$ cat src/rtl/chpe_pkg.sv
// shared types, constants and fixed-point helpers of the cubic height profile evaluator
`timescale 1ns / 1ps

package chpe_pkg;

  localparam int DATA_WIDTH      = 32;
  localparam int COEFF_FRAC_BITS = 48;

  localparam int CFG_W       = 32;
  localparam int CFG_IDX_W   = 3;
  localparam int LEN_W       = 31;
  localparam int MUL_W       = 32;
  localparam int WORD_W      = 64;
  localparam int PROD_W      = 96;
  localparam int DEN_W       = 3 * LEN_W;
  localparam int QUOT_W      = WORD_W - 1;
  localparam int STEP_W      = 8;
  localparam int Q16_SHIFT   = COEFF_FRAC_BITS - 16;
  localparam int DIV_STEPS_A = WORD_W + 16 + COEFF_FRAC_BITS;
  localparam int DIV_STEPS_B = WORD_W + COEFF_FRAC_BITS;
  localparam int DIV_STEPS_L = WORD_W + 16;

  typedef logic signed [WORD_W-1:0]     s64_t;
  typedef logic [PROD_W-1:0]            prod_t;
  typedef logic signed [DATA_WIDTH-1:0] data_t;

  localparam s64_t S64_MAX = {1'b0, {(WORD_W - 1){1'b1}}};
  localparam s64_t S64_MIN = {1'b1, {(WORD_W - 1){1'b0}}};
  localparam s64_t DW_MAX  = s64_t'((64'd1 << (DATA_WIDTH - 1)) - 64'd1);
  localparam s64_t DW_MIN  = -DW_MAX - 64'sd1;

  typedef enum logic [CFG_IDX_W-1:0] {
    CFG_START_HEIGHT = 3'd0,
    CFG_END_HEIGHT   = 3'd1,
    CFG_START_SLOPE  = 3'd2,
    CFG_END_SLOPE    = 3'd3,
    CFG_CURVE_LENGTH = 3'd4,
    CFG_CURVE_OFFSET = 3'd5,
    CFG_LINEAR_MODE  = 3'd6
  } cfg_idx_e;

  typedef enum logic [4:0] {
    ST_IDLE,
    ST_E_MUL_A,
    ST_E_ADD_I,
    ST_E_MUL_I,
    ST_E_ADD_T,
    ST_E_MUL_T,
    ST_E_ADD_H,
    ST_E_ADD_S0,
    ST_E_ADD_S1,
    ST_E_ADD_S2,
    ST_E_ADD_S3,
    ST_E_MUL_S,
    ST_E_ADD_V,
    ST_F_START,
    ST_F_LDIV,
    ST_F_MUL_L2,
    ST_F_MUL_L3,
    ST_F_MUL_T1,
    ST_F_MUL_T2,
    ST_F_DIV_A,
    ST_F_DIV_B,
    ST_DONE
  } chpe_state_e;

  function automatic s64_t sext32(input logic [CFG_W-1:0] v);
    return {{(WORD_W - CFG_W){v[CFG_W-1]}}, v};
  endfunction

  function automatic s64_t sext_dw(input data_t v);
    return WORD_W'(v);
  endfunction

  function automatic logic [WORD_W-1:0] mag64(input s64_t v);
    logic [WORD_W-1:0] m;
    m = v;
    if (v[WORD_W-1]) begin
      m = ~m + 64'd1;
    end
    return m;
  endfunction

  function automatic s64_t sadd64(input s64_t a, input s64_t b);
    s64_t r;
    r = a + b;
    if ((a[WORD_W-1] == b[WORD_W-1]) && (r[WORD_W-1] != a[WORD_W-1])) begin
      r = a[WORD_W-1] ? S64_MIN : S64_MAX;
    end
    return r;
  endfunction

  function automatic data_t sat_dw(input s64_t v);
    s64_t r;
    r = v;
    if (v > DW_MAX) begin
      r = DW_MAX;
    end else if (v < DW_MIN) begin
      r = DW_MIN;
    end
    return r[DATA_WIDTH-1:0];
  endfunction

  // product of 16 fraction bits back to the word, truncated toward zero
  function automatic s64_t ms_post(input prod_t p, input logic neg);
    logic [QUOT_W-1:0] m;
    s64_t              r;
    m = (|p[PROD_W-1:QUOT_W+16]) ? {QUOT_W{1'b1}} : p[QUOT_W+15:16];
    r = {1'b0, m};
    if (neg) begin
      r = -r;
    end
    return r;
  endfunction

  function automatic s64_t to_q16(input s64_t v);
    logic [WORD_W-1:0] m;
    s64_t              r;
    m = mag64(v) >> Q16_SHIFT;
    r = m;
    if (v[WORD_W-1]) begin
      r = -r;
    end
    return r;
  endfunction

endpackage

$ cat src/rtl/chpe_mul_unit.sv
// shared 31 by 64 bit multiplier built from one 32x32 multiplier over two partial products
`timescale 1ns / 1ps

module chpe_mul_unit (
  input  logic                                clk_i,
  input  logic                                rst_ni,
  input  logic                                start_i,
  input  logic [chpe_pkg::LEN_W-1:0]          a_i,
  input  logic [chpe_pkg::WORD_W-1:0]         b_i,
  output logic                                done_o,
  output chpe_pkg::prod_t                     prod_o
);

  logic                               ph1_q, ph2_q, done_q;
  logic [chpe_pkg::MUL_W-1:0]         a_q, bhi_q;
  logic [chpe_pkg::MUL_W-1:0]         mul_a, mul_b;
  logic [2*chpe_pkg::MUL_W-1:0]       mul_q;
  chpe_pkg::prod_t                    acc_q;

  assign mul_a = start_i ? {1'b0, a_i} : a_q;
  assign mul_b = start_i ? b_i[chpe_pkg::MUL_W-1:0] : bhi_q;

  always_ff @(posedge clk_i or negedge rst_ni) begin
    if (!rst_ni) begin
      ph1_q  <= 1'b0;
      ph2_q  <= 1'b0;
      done_q <= 1'b0;
    end else begin
      ph1_q  <= start_i;
      ph2_q  <= ph1_q;
      done_q <= ph2_q;
    end
  end

  always_ff @(posedge clk_i) begin
    if (start_i) begin
      a_q   <= {1'b0, a_i};
      bhi_q <= b_i[chpe_pkg::WORD_W-1:chpe_pkg::MUL_W];
    end
    if (start_i || ph1_q) begin
      mul_q <= mul_a * mul_b;
    end
    if (ph1_q) begin
      acc_q <= {{(chpe_pkg::PROD_W - 2 * chpe_pkg::MUL_W){1'b0}}, mul_q};
    end else if (ph2_q) begin
      acc_q <= acc_q + {mul_q, {chpe_pkg::MUL_W{1'b0}}};
    end
  end

  assign done_o = done_q;
  assign prod_o = acc_q;

endmodule

$ cat config.mk
export PLATFORM = sky130hd
export DESIGN_NAME = chpe_mul_unit
export DESIGN_NICKNAME = d
export VERILOG_FILES = /design/src/rtl/chpe_pkg.sv /design/src/rtl/chpe_mul_unit.sv
export SDC_FILE = /design/constraint.sdc
export NUM_CORES = 2
export LEC_CHECK = 0
export ABC_AREA = 1
export BUFFER_PORTS_ARGS = -buffer_cell sky130_fd_sc_hd__buf_2
export CORE_ASPECT_RATIO = 1.25
export CORE_MARGIN = 2
export CORE_UTILIZATION = 40
export DETAILED_ROUTE_END_ITERATION = 10
export GPL_ROUTABILITY_DRIVEN = 0
export PLACE_DENSITY = 0.65
export SLEW_MARGIN = 20
export SYNTH_ARGS = -nofsm -noshare
export SYNTH_HDL_FRONTEND = slang
export SYNTH_SLANG_ARGS = --single-unit
export TNS_END_PERCENT = 10
$ cat constraint.sdc
create_clock -name clk_i -period 6.4 [get_ports clk_i]
set_input_delay 0.32 -clock clk_i [delete_from_list [all_inputs] [get_ports clk_i]]
set_output_delay 0.32 -clock clk_i [all_outputs]
set_load 0.01 [all_outputs]
==> flow_metrics.env <==
export IMPL_root_buffer="clkbuf_16"
export IMPL_first_pass_iters=6
export IMPL_slew_headroom_pct=39.3
export IMPL_hold_start="a_i[30]"
export IMPL_startpoint="bhi_q[7]$_DFFE_PP_"
export IMPL_final_setup_skew_ps=29.6
export IMPL_fin_crit_ps=6980
export IMPL_cpPeakStageDelay_ps=570
export IMPL_violations="negative setup slack"
export IMPL_grt_pass1_wl_mm=252
export IMPL_synth_seq_cells=227
export IMPL_rsz0062_at_grt="yes"
export IMPL_ios=195
export IMPL_numCtsBuffers=29
export IMPL_die_h_um=390
export IMPL_vias=42300
export IMPL_grt_pass1_vias=44500
export IMPL_synthTopCellsByArea="fa_1 38%, inv_1 11%, nand2_1 11%"
export IMPL_wl_mm=166
export IMPL_end_kind="flop"
export IMPL_cp_max_fo=6
export IMPL_cap_violations=0
export IMPL_grt_antenna_before_repair=6
export IMPL_start_kind="flop"
export IMPL_dp_final_hpwl_mm=144
export IMPL_insertion_delay_ps=650
export IMPL_synth_edff_count=160
export IMPL_grt_max_degree=86
export IMPL_cts_tree="built"
export IMPL_synth_top_area_cell="fa_1"
export IMPL_syn2layout_area_growth_pct=23.6
export IMPL_htreeDepth=1
export IMPL_path_common_cell="fa_1"
export IMPL_wl_per_cell_um=19.7
export IMPL_grt_overflow=0
export IMPL_dieArea_mm2=0.122
export IMPL_synth_top_area_share_pct=37.7
export IMPL_syn_area_per_cell_um2=7.82
export IMPL_via_per_inst=5.01
export IMPL_fillers=11300
export IMPL_ant_nets=0
export IMPL_syn_inst=6089
export IMPL_tns_ps=-18230
export IMPL_path_clk_slew_ps=60
export IMPL_tightest_slew_ps=911
export IMPL_slowest_stage="fa_1"
export IMPL_syn_nets=7410
export IMPL_status="complete, but fails checks"
export IMPL_crit_arrival_ps=7360
export IMPL_synth_most_common_cell="inv_1"
export IMPL_grt_usage_pct=27.2
export IMPL_slew_violations=0
export IMPL_synth_area_mm2=0.0476
export IMPL_crit_type="reg -> reg"
export IMPL_nets=8162
export IMPL_max_freq_ghz=0.143
export IMPL_drt_initial_drc_count=3244
export IMPL_synthFlopType="edfxtp_1"
export IMPL_synth_commonest_cells="1,458 x inv_1, 1,350 x nand2_1, 938 x nor2_1"
export IMPL_die_w_um=313
export IMPL_drcViolationCount=0
export IMPL_hold_path_class="in -> reg"
export IMPL_cts_sinks=227
export IMPL_finalSetupViolCount=48
export IMPL_synthDistinctLibCells=43
export IMPL_layout_drive_gt1_share_pct=20.5
export IMPL_port_buffers=194
export IMPL_ys_async_sr_fraction_pct=1.32
export IMPL_setup_slack_ps=-581
export IMPL_finalCritPeriodShare_pct=109
export IMPL_start_util_pct=40.3
export IMPL_yosysWarnings=0
export IMPL_rows=141
export IMPL_timing_rr_start="bhi_q[7]$_DFFE_PP_"
export IMPL_hold_viol=0
export IMPL_cts_max_path_buffers=3
export IMPL_yosysSeqAreaShare_pct=12.9
export IMPL_cp_required_ps=6780
export IMPL_place_ws_ps=-1340
export IMPL_core_mm2=0.118
[layout by cell type (no fill, tap or decap), types with 10 or more instances in the layout]
cell type,instances
a21oi_1,81
a21oi_2,41
buf_12,90
buf_2,193
buf_4,565
buf_6,23
clkbuf_16,29
dfxtp_1,64
dlygate4sd3_1,34
edfxtp_1,160
fa_1,856
fa_2,41
ha_1,292
ha_4,32
inv_1,1412
inv_2,85
nand2_1,1307
nand2_2,38
nand2_4,16
nand3_1,126
nand3_2,10
nand4_1,17
nor2_1,881
nor2_2,42
nor2_4,20
nor3_1,15
o21ai_0,49
o21ai_1,14
o21ai_2,55
o21ai_4,28
o21bai_1,12
or2_1,43
or2_2,21
xnor2_1,29
xor2_1,34
[registers in the layout, indices dropped and copies added (netlist names)]
name and count:
ph1_q 1, prod_o 96, a_q 32, done_o 1, mul_q 64, bhi_q 32
ph2_q 1
[cell families after synthesis]
group,after synthesis,synth area share [%]
buffers and inverters,1694,14.2
adders and majority gates,1223,46.3
DFF,227,12.9
AOI/OAI and AO/OA,309,3.99
and+or+nand+nor,2568,21.3
xor gates and xnor gates,68,1.25
[layer usage]
| metal | track usage (%) | wire length (um) |
|---|---|---|
| met1 | 31.1 | 60000 |
| met2 | 46.9 | 78400 |
| met3 | 3.97 | 12700 |
| met4 | 19.2 | 14800 |
| met5 | 0 | 39 |
[what timing repair did]
item                       in CTS  in global routing
buffers inserted               39                  7
pin swaps                     175                 96
cloned                          2                  0
hold buffers                   34                  0
resized for setup             302                122
hold endpoints to repair       35                  0
setup endpoints to repair      50                 52
[critical path, delay by kind of cell, from the launching register on]
kind / cells / cell delay (ps)
flops: 1 / 420
compound gates: 1 / 160
buf+inv: 8 / 660
fa+ha+maj: 9 / 4330
simple gates: 10 / 1130
[cell type report]
class | count | area, um2 | area share, %
multi-input cells | 4168 | 36400 | 61.8
repair buffers | 910 | 7700 | 13.1
flip-flops and latches | 227 | 6170 | 10.5
inverters | 1505 | 5670 | 9.63
well taps | 1573 | 1970 | 3.34
clock buffers | 32 | 757 | 1.29
clock inverters | 22 | 238 | 0.404
diodes | 1 | 2.50 | 0.00425
[final timing paths]
check	to	slack, ps	cells past startpoint
max in group asynchronous	ph1_q$_DFF_PN0_	5540	3
max	mul_q[44]$_DFFE_PP_	-580	28
min reg2reg	prod_o[83]$_SDFFE_PP0P_	570	4
max reg2reg	mul_q[44]$_DFFE_PP_	-580	28
min in group asynchronous	ph1_q$_DFF_PN0_	610	3
min	a_q[30]$_DFF_P_	130	4
[metrics by stage]
step | hold WS (ps) | utilization [%] | std cells | area, um2
2_1_floorplan | 24.4 | - | 6089 | 48200
3_3_place_gp | 145 | 47.1 | 8301 | 55600
3_5_place_dp | 145 | 47.1 | 8301 | 55600
4_1_cts | 99.4 | 49.4 | 8430 | 58400
5_1_grt | 130 | 49.8 | 8437 | 58900
6_report | 132 | 49.8 | 8438 | 58900
Power is left out: the tool's default activity adds up to more than one toggle a clock period on the data nets, which glitch-free logic cannot reach.
