===== config.mk =====
export PLATFORM = sky130hd
export DESIGN_NAME = chpe_div_unit
export DESIGN_NICKNAME = d
export VERILOG_FILES = /design/src/rtl/chpe_pkg.sv /design/src/rtl/chpe_div_unit.sv
export SDC_FILE = /design/constraint.sdc
export NUM_CORES = 1
export LEC_CHECK = 0
export ABC_AREA = 1
export BUFFER_PORTS_ARGS = -buffer_cell sky130_fd_sc_hd__buf_2
export CAP_MARGIN = 20
export CELL_PAD_IN_SITES_DETAIL_PLACEMENT = 1
export CELL_PAD_IN_SITES_GLOBAL_PLACEMENT = 1
export CORE_ASPECT_RATIO = 1.5
export CORE_MARGIN = 1.5
export CORE_UTILIZATION = 40
export CTS_BUF_LIST = sky130_fd_sc_hd__clkbuf_2 sky130_fd_sc_hd__clkbuf_4 sky130_fd_sc_hd__clkbuf_8
export CTS_CLUSTER_DIAMETER = 60
export DETAILED_ROUTE_END_ITERATION = 10
export GPL_TIMING_DRIVEN = 0
export PLACE_DENSITY = 0.75
export SETUP_SLACK_MARGIN = 0.02
export SYNTH_ARGS = -nofsm -noshare
export SYNTH_HDL_FRONTEND = slang
export SYNTH_SLANG_ARGS = --single-unit
export TNS_END_PERCENT = 50

===== constraint.sdc =====
create_clock -name clk_i -period 9.61 [get_ports clk_i]
set_input_delay 1.922 -clock clk_i [delete_from_list [all_inputs] [get_ports clk_i]]
set_output_delay 1.922 -clock clk_i [all_outputs]
set_load 0.02 [all_outputs]

===== src/rtl/chpe_pkg.sv =====
// shared types, constants and fixed-point helpers of the cubic height profile evaluator
`timescale 1ns / 1ps

package chpe_pkg;

  localparam int DATA_WIDTH      = 32;
  localparam int COEFF_FRAC_BITS = 48;

  localparam int CFG_W       = 32;
  localparam int CFG_IDX_W   = 3;
  localparam int LEN_W       = 31;
  localparam int MUL_W       = 32;
  localparam int WORD_W      = 64;
  localparam int PROD_W      = 96;
  localparam int DEN_W       = 3 * LEN_W;
  localparam int QUOT_W      = WORD_W - 1;
  localparam int STEP_W      = 8;
  localparam int Q16_SHIFT   = COEFF_FRAC_BITS - 16;
  localparam int DIV_STEPS_A = WORD_W + 16 + COEFF_FRAC_BITS;
  localparam int DIV_STEPS_B = WORD_W + COEFF_FRAC_BITS;
  localparam int DIV_STEPS_L = WORD_W + 16;

  typedef logic signed [WORD_W-1:0]     s64_t;
  typedef logic [PROD_W-1:0]            prod_t;
  typedef logic signed [DATA_WIDTH-1:0] data_t;

  localparam s64_t S64_MAX = {1'b0, {(WORD_W - 1){1'b1}}};
  localparam s64_t S64_MIN = {1'b1, {(WORD_W - 1){1'b0}}};
  localparam s64_t DW_MAX  = s64_t'((64'd1 << (DATA_WIDTH - 1)) - 64'd1);
  localparam s64_t DW_MIN  = -DW_MAX - 64'sd1;

  typedef enum logic [CFG_IDX_W-1:0] {
    CFG_START_HEIGHT = 3'd0,
    CFG_END_HEIGHT   = 3'd1,
    CFG_START_SLOPE  = 3'd2,
    CFG_END_SLOPE    = 3'd3,
    CFG_CURVE_LENGTH = 3'd4,
    CFG_CURVE_OFFSET = 3'd5,
    CFG_LINEAR_MODE  = 3'd6
  } cfg_idx_e;

  typedef enum logic [4:0] {
    ST_IDLE,
    ST_E_MUL_A,
    ST_E_ADD_I,
    ST_E_MUL_I,
    ST_E_ADD_T,
    ST_E_MUL_T,
    ST_E_ADD_H,
    ST_E_ADD_S0,
    ST_E_ADD_S1,
    ST_E_ADD_S2,
    ST_E_ADD_S3,
    ST_E_MUL_S,
    ST_E_ADD_V,
    ST_F_START,
    ST_F_LDIV,
    ST_F_MUL_L2,
    ST_F_MUL_L3,
    ST_F_MUL_T1,
    ST_F_MUL_T2,
    ST_F_DIV_A,
    ST_F_DIV_B,
    ST_DONE
  } chpe_state_e;

  function automatic s64_t sext32(input logic [CFG_W-1:0] v);
    return {{(WORD_W - CFG_W){v[CFG_W-1]}}, v};
  endfunction

  function automatic s64_t sext_dw(input data_t v);
    return WORD_W'(v);
  endfunction

  function automatic logic [WORD_W-1:0] mag64(input s64_t v);
    logic [WORD_W-1:0] m;
    m = v;
    if (v[WORD_W-1]) begin
      m = ~m + 64'd1;
    end
    return m;
  endfunction

  function automatic s64_t sadd64(input s64_t a, input s64_t b);
    s64_t r;
    r = a + b;
    if ((a[WORD_W-1] == b[WORD_W-1]) && (r[WORD_W-1] != a[WORD_W-1])) begin
      r = a[WORD_W-1] ? S64_MIN : S64_MAX;
    end
    return r;
  endfunction

  function automatic data_t sat_dw(input s64_t v);
    s64_t r;
    r = v;
    if (v > DW_MAX) begin
      r = DW_MAX;
    end else if (v < DW_MIN) begin
      r = DW_MIN;
    end
    return r[DATA_WIDTH-1:0];
  endfunction

  // product of 16 fraction bits back to the word, truncated toward zero
  function automatic s64_t ms_post(input prod_t p, input logic neg);
    logic [QUOT_W-1:0] m;
    s64_t              r;
    m = (|p[PROD_W-1:QUOT_W+16]) ? {QUOT_W{1'b1}} : p[QUOT_W+15:16];
    r = {1'b0, m};
    if (neg) begin
      r = -r;
    end
    return r;
  endfunction

  function automatic s64_t to_q16(input s64_t v);
    logic [WORD_W-1:0] m;
    s64_t              r;
    m = mag64(v) >> Q16_SHIFT;
    r = m;
    if (v[WORD_W-1]) begin
      r = -r;
    end
    return r;
  endfunction

endpackage


===== src/rtl/chpe_div_unit.sv =====
// restoring divider, one quotient bit a cycle, quotient saturated to 63 bits
`timescale 1ns / 1ps

module chpe_div_unit (
  input  logic                            clk_i,
  input  logic                            rst_ni,
  input  logic                            start_i,
  input  logic [chpe_pkg::WORD_W-1:0]     num_i,
  input  logic [chpe_pkg::DEN_W-1:0]      den_i,
  input  logic [chpe_pkg::STEP_W-1:0]     steps_i,
  output logic                            done_o,
  output logic [chpe_pkg::QUOT_W-1:0]     quot_o
);

  logic                           busy_q, done_q, sat_q;
  logic [chpe_pkg::STEP_W-1:0]    cnt_q;
  logic [chpe_pkg::WORD_W-1:0]    num_q, quo_q;
  logic [chpe_pkg::DEN_W-1:0]     den_q, rem_q;
  logic [chpe_pkg::DEN_W:0]       rem_sh, rem_sub;
  logic                           fits;

  assign rem_sh  = {rem_q, num_q[chpe_pkg::WORD_W-1]};
  assign fits    = rem_sh >= {1'b0, den_q};
  assign rem_sub = rem_sh - {1'b0, den_q};

  always_ff @(posedge clk_i or negedge rst_ni) begin
    if (!rst_ni) begin
      busy_q <= 1'b0;
      done_q <= 1'b0;
      cnt_q  <= '0;
    end else begin
      done_q <= 1'b0;
      if (start_i) begin
        busy_q <= 1'b1;
        cnt_q  <= steps_i;
      end else if (busy_q) begin
        cnt_q <= cnt_q - 1'b1;
        if (cnt_q == 1) begin
          busy_q <= 1'b0;
          done_q <= 1'b1;
        end
      end
    end
  end

  always_ff @(posedge clk_i) begin
    if (start_i) begin
      num_q <= num_i;
      den_q <= den_i;
      rem_q <= '0;
      quo_q <= '0;
      sat_q <= 1'b0;
    end else if (busy_q) begin
      num_q <= {num_q[chpe_pkg::WORD_W-2:0], 1'b0};
      rem_q <= fits ? rem_sub[chpe_pkg::DEN_W-1:0] : rem_sh[chpe_pkg::DEN_W-1:0];
      quo_q <= {quo_q[chpe_pkg::WORD_W-2:0], fits};
      sat_q <= sat_q | quo_q[chpe_pkg::WORD_W-1] | quo_q[chpe_pkg::WORD_W-2];
    end
  end

  assign done_o = done_q;
  assign quot_o = (sat_q || quo_q[chpe_pkg::WORD_W-1]) ? {chpe_pkg::QUOT_W{1'b1}}
                                                      : quo_q[chpe_pkg::QUOT_W-1:0];

endmodule


==> metrics.txt, run 1 <==
routed wire length 91,640 um; RSZ-0062 raised after global routing false; Routed WL per cell between 20 and 25 um; I/O pin cnt 232; Synth Register Bits 325; proportion of synthesized area in mux cells 0%; Fill cells 7,486; share of cells above drive strength 1 around a tenth; Worst-Margin Slew 1.167 ns; Synth warnings 0; relative slew slack roughly 22%; Async SR Flop Fraction ~3.1%; first-pass GRT wire length 137,900 um; # hold bufs at CTS 0; final worst-path cycle share 44.66%; Syn Nets 3,731; Nets 4,022; Tmin final 4.292 ns; Max Slew Vio Count 0; Reg power frac a little under half; met2 Track Usage GR 61.77%; Max VDD drop ~0.00011 V; Post-Layout Cell Count 4,502; Synth Area per Inst 6.388 um2; hpwl dp 77,260 um; Clock Pin Slew Worst Setup and Hold Paths 0.07 ns; combinational group share of total power a little over a tenth; Setup Total Neg Slack 0 ns; post-synthesis simple-gate area fraction a little under two fifths; largest family of logic cells by synthesized area simple AND/OR/NAND/NOR gates; Clk pwr share 41.9%; initial antenna violation count 4; initial detailed-routing violation count 747; critical path class reg2out; Hold WC Path Type reg2reg; met1 usage 30.76%; gpl congestion 1.007; xor and xnor area share after synthesis 2.056%; Startpoint Class register; CP max FO 10; GR Layer Usage met3 4.345%; chip height approximately 290 um; root buf cell clkbuf_8; full die area 56,820 um2; DRC 0; max_cap viols 0; most frequent cells after synthesis nand2_1, inv_1, nand3_1; Setup crit end kind output pin; Die Wd 195.1 um; clk_lat worst skew roughly 0.68 ns; H-tree Lvls 2; Starting Density 40.52%; core box area 54,650 um2; P_int 0.002385 W; Top FF cell, synth dfxtp_1; vias per cell 5.005; # resized after CTS 0; data required time of the worst path 7.69 ns; Yosys top cell area share 24.85%; Net Sw Frac a little over a quarter; Pleak 14.32 nW; Synth cell types 38; CTS Buffer Depth 3; post-synthesis adder-cell area fraction 5.458%; Post-synth EDFFs 157; synth-to-layout area growth 15.08%; Post-CTS Setup Inserts 0; largest net degree at the start of global routing 50; vias in the first global route approximately 24,000; Final Power 0.003261 W; GRT Max-Usage Layer met2; Cells after Synth roughly 3,500; status finished clean; IO buf count 231; CTS tree yes; critical path arrival 2.37 ns; Final Hold Fails 0; WHS 0.4747 ns; cell taking the most area after synthesis nand2_1; clk_skew 0.03842 ns; mapped cell area around 22,000 um2; Tot GR Track Use between 30 and 40%; CTS Buf Count 53; FMAX 233.0 MHz; Rows 105; clock sinks ~330; via count around 23,000; post-synthesis sequential area ratio a little under two fifths; Setup violations, final 0; Synth area leaders nand2_1, edfxtp_1, dfxtp_1; complex-gate fraction of the synthesized area between 5 and 6%; final antenna-violating net count 0; sw power 0.0008762 W; gr ovfl total 0; Pwr per Cell Area between 100 and 150 nW/um2; placed insts 4,398; cell with the most instances after synthesis nand2_1; router iterations before antenna repair 5
critical path: stages, from the launching register on:
cell and delay (ns):
dfxtp_1 0.31, nor2_1 0.68, clkbuf_1 0.41, nand2_1 0.11, buf_2 0.18
through the flow:
step | setup WS (ns) | utilization [%] | area (um2)
6_report | 5.318 | 46.63 | 25490
3_5_place_dp | 4.703 | 44.43 | 24280
5_1_grt | 5.103 | 46.63 | 25490
2_1_floorplan | 4.905 | - | 22150
3_3_place_gp | 1.211 | 44.23 | 24170
4_1_cts | 5.234 | 46.62 | 25480
cells by family after synthesis:
group	after synthesis
DFF	325
adders and majority gates	96
buffers and inverters	786
and+or+nand+nor	2010
AOI/OAI and AO/OA	198
xor gates and xnor gates	52
final timing paths:
check                           cells past startpoint  slack [ns]  startpoint          to
worst max-delay path                                4        5.32   quo_q[63]  quot_o[15]
worst min-delay path                                2        0.47   rem_q[81]   rem_q[81]
worst max register to register                     17        5.95   den_q[41]   rem_q[90]
worst min register to register                      2        0.47   rem_q[81]   rem_q[81]
max in group asynchronous                           1        8.31      rst_ni    cnt_q[1]
min in group asynchronous                           1        1.10      rst_ni      done_o
per-layer routing:
metal | wire length, um | up-vias
li1 | - | 11164
met1 | 32220 | 10598
met2 | 48260 | 518
met3 | 3217 | 253
met4 | 7947 | 0
met5 | 0 | -
power by group through the flow:
stage / clock [W] / sequential (W) / combinational [W]
final: 0.00136 / 0.00155 / 0.000348
after global routing: 0.00145 / 0.00155 / 0.000385
after CTS: 0.00140 / 0.00155 / 0.000351
after detailed placement: 0 / 0.00158 / 0.000348
after global placement: 0 / 0.00158 / 0.000334
after floorplan: 0 / 0.00157 / 0.000202
layout make-up:
| cell class | instances | area (um2) | area share, % |
|---|---|---|---|
| multi-input cells | 2356 | 10990 | 43.12 |
| flip-flops and latches | 325 | 8128 | 31.89 |
| inverters | 704 | 2643 | 10.37 |
| repair buffers | 236 | 1260 | 4.944 |
| clock buffers | 85 | 1032 | 4.050 |
| well taps | 695 | 869.6 | 3.412 |
| plain buffers | 82 | 390.4 | 1.532 |
| clock inverters | 15 | 165.2 | 0.6480 |
| diodes | 4 | 10.01 | 0.03927 |
registers in the layout (all words and copies together) (netlist names):
signal  count
num_q      64
busy_q      1
cnt_q       8
rem_q      93
sat_q       1
den_q      93
quo_q      64
done_o      1
cells in the final DEF, fill, tap and decap left out, drive strengths merged, types with 3 or more instances in the layout:
| master | instances |
|---|---|
| and2 | 14 |
| inv | 705 |
| a21oi | 72 |
| clkinv | 11 |
| o221ai | 5 |
| o21bai | 9 |
| nand4 | 22 |
| o22ai | 62 |
| dfrtp | 10 |
| ha | 95 |
| nand2 | 1473 |
| diode | 4 |
| dfxtp | 158 |
| o21ai | 45 |
| buf | 255 |
| xnor2 | 43 |
| o211ai | 3 |
| clkbuf | 148 |
| nand3 | 224 |
| nor4 | 3 |
| nor2 | 209 |
| xor2 | 9 |
| nand3b | 48 |
| edfxtp | 157 |
| nor3 | 15 |
Note: power is estimated with default switching activity, not from simulation.
==> run 2, diff against run 1 <==
clock period = 4.3 ns   (was 9.61 ns; I/O delays follow)
==> run 2 against run 1 <==
  * Register-to-register slack worse by 5.3 ns
  * Clock skew is 0.0019 ns higher
  * Utilization hardly changed
  * Die area stayed put
  * Cell count hardly changed
  * Power is 120% higher
  * Wire length hardly changed
  * Clock power is 120% higher
  * Critical endpoint is now rem_q[90]
  * Largest power group unchanged
  * Highest routed layer unchanged
==> metrics.txt, run 2 (same netlist as run 1, synthesis figures left out) <==
status finished clean; gpl congestion 1.007; Post-CTS Setup Inserts 0; Die Wd roughly 200 um; WHS 0.3473 ns; Pleak roughly 14 nW; initial detailed-routing violation count 840; Critical-path top delay cell a21oi_1; relative slew slack 23.21%; gr ovfl total 0; Startpoint Class register; cells along the critical path inv_1 -> ha_1 -> nand2_1 -> inv_2 -> nand2_1 -> nand2_1 -> a21oi_1 -> nand2_1 -> a21oi_1 -> nand2_2 -> nand2_4 -> nand2_4 -> nand2_2 -> buf_2 -> nand2_1 -> nand2_1 -> nand2_1; Worst-Margin Slew 1.152 ns; Setup violations, final 0; synth-to-layout area growth 15.13%; hold path endpoint den_q[60]; Routed WL per cell slightly above 20 um; Worst path max stage delay 0.57 ns; Rows 105; largest net degree at the start of global routing 50; IO buf count 231; Tmin final 3.667 ns; most used cell, CP nand2_1; vias per cell 4.999; full die area 56,820 um2; most frequent cells in the layout nand2_1, inv_1, buf_2; CTS Buffer Depth 3; most common cell after layout, fill and taps aside nand2_1; clock sinks 325; Final Power 0.007293 W; Reg2Reg Launch Point den_q[41]; Setup crit end kind register; root buf cell clkbuf_8; CP max FO 10; initial antenna violation count 4; FMAX 272.7 MHz; hpwl dp 77,260 um; setup slack, reg-to-reg roughly 0.63 ns; router iterations before antenna repair 5; CTS Buf Count 53; data required time of the worst path 4.87 ns; critical path arrival about 4.2 ns; Hold WC Path Type in2reg; via count 22,510; CTS tree yes; Tot GR Track Use between 30% and 40%; core box area 54,650 um2; Final Hold Fails 0; share of cells above drive strength 1 approximately a tenth; clk_skew 0.04029 ns; R2R depth 17; critical path class reg2reg; vias in the first global route 24,013; RSZ-0062 raised after global routing false; Max VDD drop around 0.00026 V; Pwr per Cell Area roughly 290 nW/um2; Nets 4,023; H-tree Lvls 2; Starting Density 40.52%; Regs by FF count den_q: 93 flops, rem_q: 93 flops; routed wire length 91,600 um; I/O pin cnt 232; Max Slew Vio Count 0; Worst Hold Depth 1; Clock Pin Slew Worst Setup and Hold Paths 0.07 ns; chip height 291.2 um; DRC 0; max_cap viols 0; final antenna-violating net count 0; r2r endpoint rem_q[90]; first-pass GRT wire length approximately 140,000 um; final worst-path cycle share 85.28%; launch point of the worst hold path den_i[60]; clk_lat worst skew 0.68 ns
run 2: final cells by class:
class / instances / area, um2
Sequential cell: 325 / 8128
Clock buffer: 85 / 1032
Timing Repair Buffer: 237 / 1270
Multi-Input combinational cell: 2356 / 10990
Antenna cell: 4 / 10.01
Buffer: 82 / 390.4
Inverter: 704 / 2643
Tap cell: 695 / 869.6
Fill cell: 7484 / 29160
Clock inverter: 15 / 165.2
run 2: where the power goes:
group	internal, W	switching, W	leakage, nW
sequential	0.00341	0.0000529	3.01
combinational	0.000254	0.000525	10.7
clock	0.00167	0.00139	0.640
run 2: through the flow:
step | TNS (ns) | worst slack (ns) | std cells | utilization [%] | area (um2)
after floorplan | 0 | 0.6569 | 3467 | - | 22150
after global placement | -295.34 | -3.037 | 4393 | 44.23 | 24170
after detailed placement | 0 | 0.4549 | 4398 | 44.43 | 24280
after CTS | 0 | 0.6008 | 4499 | 46.63 | 25490
after global routing | 0 | 0.4844 | 4503 | 46.65 | 25500
final | 0 | 0.6329 | 4503 | 46.65 | 25500
run 2: critical path: cells and delay by family, from the launching register on:
family	cells	cell delay, ns
AO/OA/AOI/OAI	2	0.80
adder cells (fa/ha/maj)	1	0.36
buffers and inverters	3	0.49
flip-flops	1	0.33
AND/OR/NAND/NOR	11	1.55
run 2: routing by layer:
metal / global-route usage (%) / part of all wire, % / wire [um] / vias to the layer above
li1: - / - / - / 11171
met1: 30.77 / 35 / 32210 / 10604
met2: 61.79 / 53 / 48340 / 486
met3: 4.322 / 3.4 / 3111 / 249
met4: 24.39 / 8.7 / 7934 / 0
met5: 0 / 0 / 0 / -
run 2: worst max path at each step:
stage / startpoint / to / slack, ns / depth (start not counted)
4_1_cts: den_q[41] / rem_q[79] / 0.60 / 17
3_3_place_gp: start_i / num_q[48] / -3.04 / 5
3_5_place_dp: start_i / cnt_q[0] / 0.45 / 7
6_report: den_q[41] / rem_q[90] / 0.63 / 17
5_1_grt: den_q[41] / rem_q[31] / 0.48 / 15
2_1_floorplan: start_i / num_q[0] / 0.66 / 4
run 2: what timing repair did:
item | 4_1_cts | 5_1_grt
hold buffers | 1 | 0
resized for setup | 0 | 0
endpoints found under the hold margin | 7 | 0
==> run 3, diff against run 2 <==
ABC_AREA = not set   (was 1)
CELL_PAD_IN_SITES_GLOBAL_PLACEMENT = 2   (was 1)
CORE_UTILIZATION = 38   (was 40)
PLACE_DENSITY = 0.81   (was 0.75)
==> run 3 against run 2 <==
  * Worst setup slack worse by 0.48 ns
  * Combinational power rose to 7.2 times the previous value
  * Clock power down 3%
  * Critical path depth down 3
  * Critical path type unchanged
  * Final area down 12%
  * Sequential share of layout area up 4.4 points
  * Die area down 9.1%
  * Largest power group is now combinational cells
  * Synthesized area down 14%
  * Worst hold slack better by 0.0049 ns
  * Highest routed layer is now met5
==> metrics.txt, run 3 <==
cells along the critical path inv_1 -> ha_1 -> inv_1 -> fa_1 -> a21o_1 -> a311o_1 -> nand3_1 -> a211oi_1 -> nor3_2 -> o21ai_2 -> a31oi_2 -> o21ai_4 -> a2111oi_0 -> o32ai_1; Async SR Flop Fraction under 10%; Worst-Margin Slew 1.044 ns; max_cap viols 0; via count approximately 17,000; Tmin final 4.149 ns; critical path arrival 4.68 ns; Startpoint Class register; Synth area leaders edfxtp_1, dfxtp_1, ha_1; Setup violations, final 0; Die Wd 186.1 um; Crit. path cell count 14; most used cell, CP inv_1; worst path bufs/invs 2; Hold WC Path Type in2reg; CP max FO 5; Starting Density 38.46%; Setup crit end kind register; full die area 51,660 um2; most frequent cells in the layout nor2_1, buf_2, a21oi_1; gr ovfl total 0; Max Slew Vio Count 0; synth-to-layout area growth 17.41%; initial antenna violation count 11; FMAX 241.0 MHz; core box area about 50,000 um2; Critical-path top delay cell a2111oi_0; routed wire length 66,110 um; data required time of the worst path 4.83 ns; IO buf count roughly 230; initial detailed-routing violation count 561; final worst-path cycle share 96.49%; DRC 0; relative slew slack 30.39%; Cells after Synth 2,111; final core utilization between 40% and 50%; most common cell after layout, fill and taps aside nor2_1; Synth cell types 76; clk_lat worst skew 0.68 ns; I/O pin cnt 232; RSZ-0062 raised after global routing true; mapped cell area 19,110 um2; Worst Hold Depth 1; CTS tree yes; Synth warnings 0; Tot GR Track Use 25.54%; Sequential Area 8128 um2; cell family with most CP delay compound AO/OA/AOI/OAI gates; Yosys top cell area share 24.68%; Regs by FF count den_q: 93 flops, rem_q: 93 flops; Final Hold Fails 0; Syn Nets 2,375; first-pass GRT wire length 101,700 um; most frequent cells after synthesis nor2_1, a21oi_1, dfxtp_1; H-tree Lvls 2; status finished clean; gpl congestion approximately 0.92; Max VDD drop 0.0002649 V; chip height 277.6 um; Pleak 10.17 nW; critical path class reg2reg; Fill cells slightly below 6,000; vias per cell 5.471; cell with the most instances after synthesis nor2_1; Top FF cell, synth dfxtp_1; CTS Buffer Depth 3; clock sinks approximately 330; Nets 2,665; Routed WL per cell 21.22 um; setup slack, reg-to-reg 0.15 ns; root buf cell clkbuf_8; Area after DPL 21,140 um2; Rows 100; Worst path max stage delay 0.57 ns; share of cells above drive strength 1 between 10% and 20%; router iterations before antenna repair 5; Pwr per Cell Area approximately 570 nW/um2; cell taking the most area after synthesis edfxtp_1; Final WS setup between 0.15 and 0.2 ns; vias in the first global route 18,402; post-synthesis sequential area ratio 42.54%; CTS Buf Count 53; design area 22,430 um2; R2R depth 14; largest net degree at the start of global routing 56; multi-input combinational cell area 9988 um2; hpwl dp 51,730 um; Synth Area per Inst 9.051 um2; Synth Register Bits around 330; Post-synth EDFFs 157; clk_skew around 0.030 ns; final antenna-violating net count 0; Placement Setup Slack -0.3354 ns; Clock Pin Slew Worst Setup and Hold Paths 0.07 ns
==> run 3: changes by cell type in the layout (fill, tap and decap cells not counted), sizes merged, moves of 29 or more <==
cell    previous run  this run
nor2             209       266
nand3            224        25
mux2               0        67
a211oi             0        77
nand4             22        51
inv              705       134
o22ai             62         5
nand3b            48         1
a21oi             72       202
or3                0        69
nand2           1473       145
a21o               2        35
o21ai             45        92
mux2i              0        76
==> run 3: final timing paths <==
check,start,endpoint
min in group asynchronous,rst_ni,cnt_q[4]
worst min-delay path,den_i[85],den_q[85]
max in group asynchronous,rst_ni,done_o
worst max-delay path,num_q[63],rem_q[80]
worst max register to register,num_q[63],rem_q[80]
worst min register to register,quo_q[0],quo_q[0]
==> run 3: power breakdown <==
part | total (W) | leakage (nW) | switching (W) | internal (W)
clock network | 0.00297 | 0.608 | 0.00138 | 0.00159
logic | 0.00564 | 6.57 | 0.00359 | 0.00206
registers | 0.00414 | 2.99 | 0.000387 | 0.00375
==> run 3: routing by layer <==
layer / global-route usage [%] / wire (um) / part of all wire [%] / vias to the layer above
met3: 4.437 / 2577 / 3.9 / 173
met2: 49.49 / 36040 / 55 / 349
met5: 0 / 64 / 0.097 / -
met1: 25.57 / 24000 / 36 / 8289
li1: - / - / - / 8216
met4: 12.37 / 3431 / 5.2 / 14
==> run 3: area by class of cell <==
type | count | area share, %
inverter | 132 | 2.209
tap | 663 | 3.698
clock buffer | 67 | 3.888
clock inverter | 33 | 1.227
antenna | 6 | 0.06693
multi-input combinational | 1515 | 44.53
buffer | 138 | 2.666
timing repair buffer | 236 | 5.488
sequential | 325 | 36.23
==> run 3: what timing repair did <==
item / 4_1_cts / 5_1_grt
hold endpoints to repair: 3 / 0
cloned: 0 / 0
setup endpoints to repair: 78 / 36
setup buffers: 0 / 2
gates resized for setup: 11 / 12
pin swaps: 0 / 2
hold buffers: 1 / 0
==> run 3: metrics by stage <==
stage | hold WS (ns) | power (W) | std cells | TNS (ns)
after floorplan | 0.4298 | 0.007964 | 2111 | 0
after global placement | 0.4665 | 0.009605 | 3005 | -180.50
after detailed placement | 0.4859 | 0.009729 | 3007 | -5.925
after CTS | 0.3072 | 0.01279 | 3108 | 0
after global routing | 0.3188 | 0.01356 | 3113 | 0
final | 0.3522 | 0.01275 | 3115 | 0
==> run 3: kinds of logic (layout without fill, tap and decap cells) <==
family,after synthesis,in the layout,share of synthesized area [%]
AOI/OAI and AO/OA,541,541,17.86
xor gates and xnor gates,85,85,3.897
adders and majority gates,96,96,6.326
buffers and inverters,271,606,5.691
DFF,325,325,42.54
muxes,143,143,7.931
other,0,6,0
and+or+nand+nor,650,650,15.76
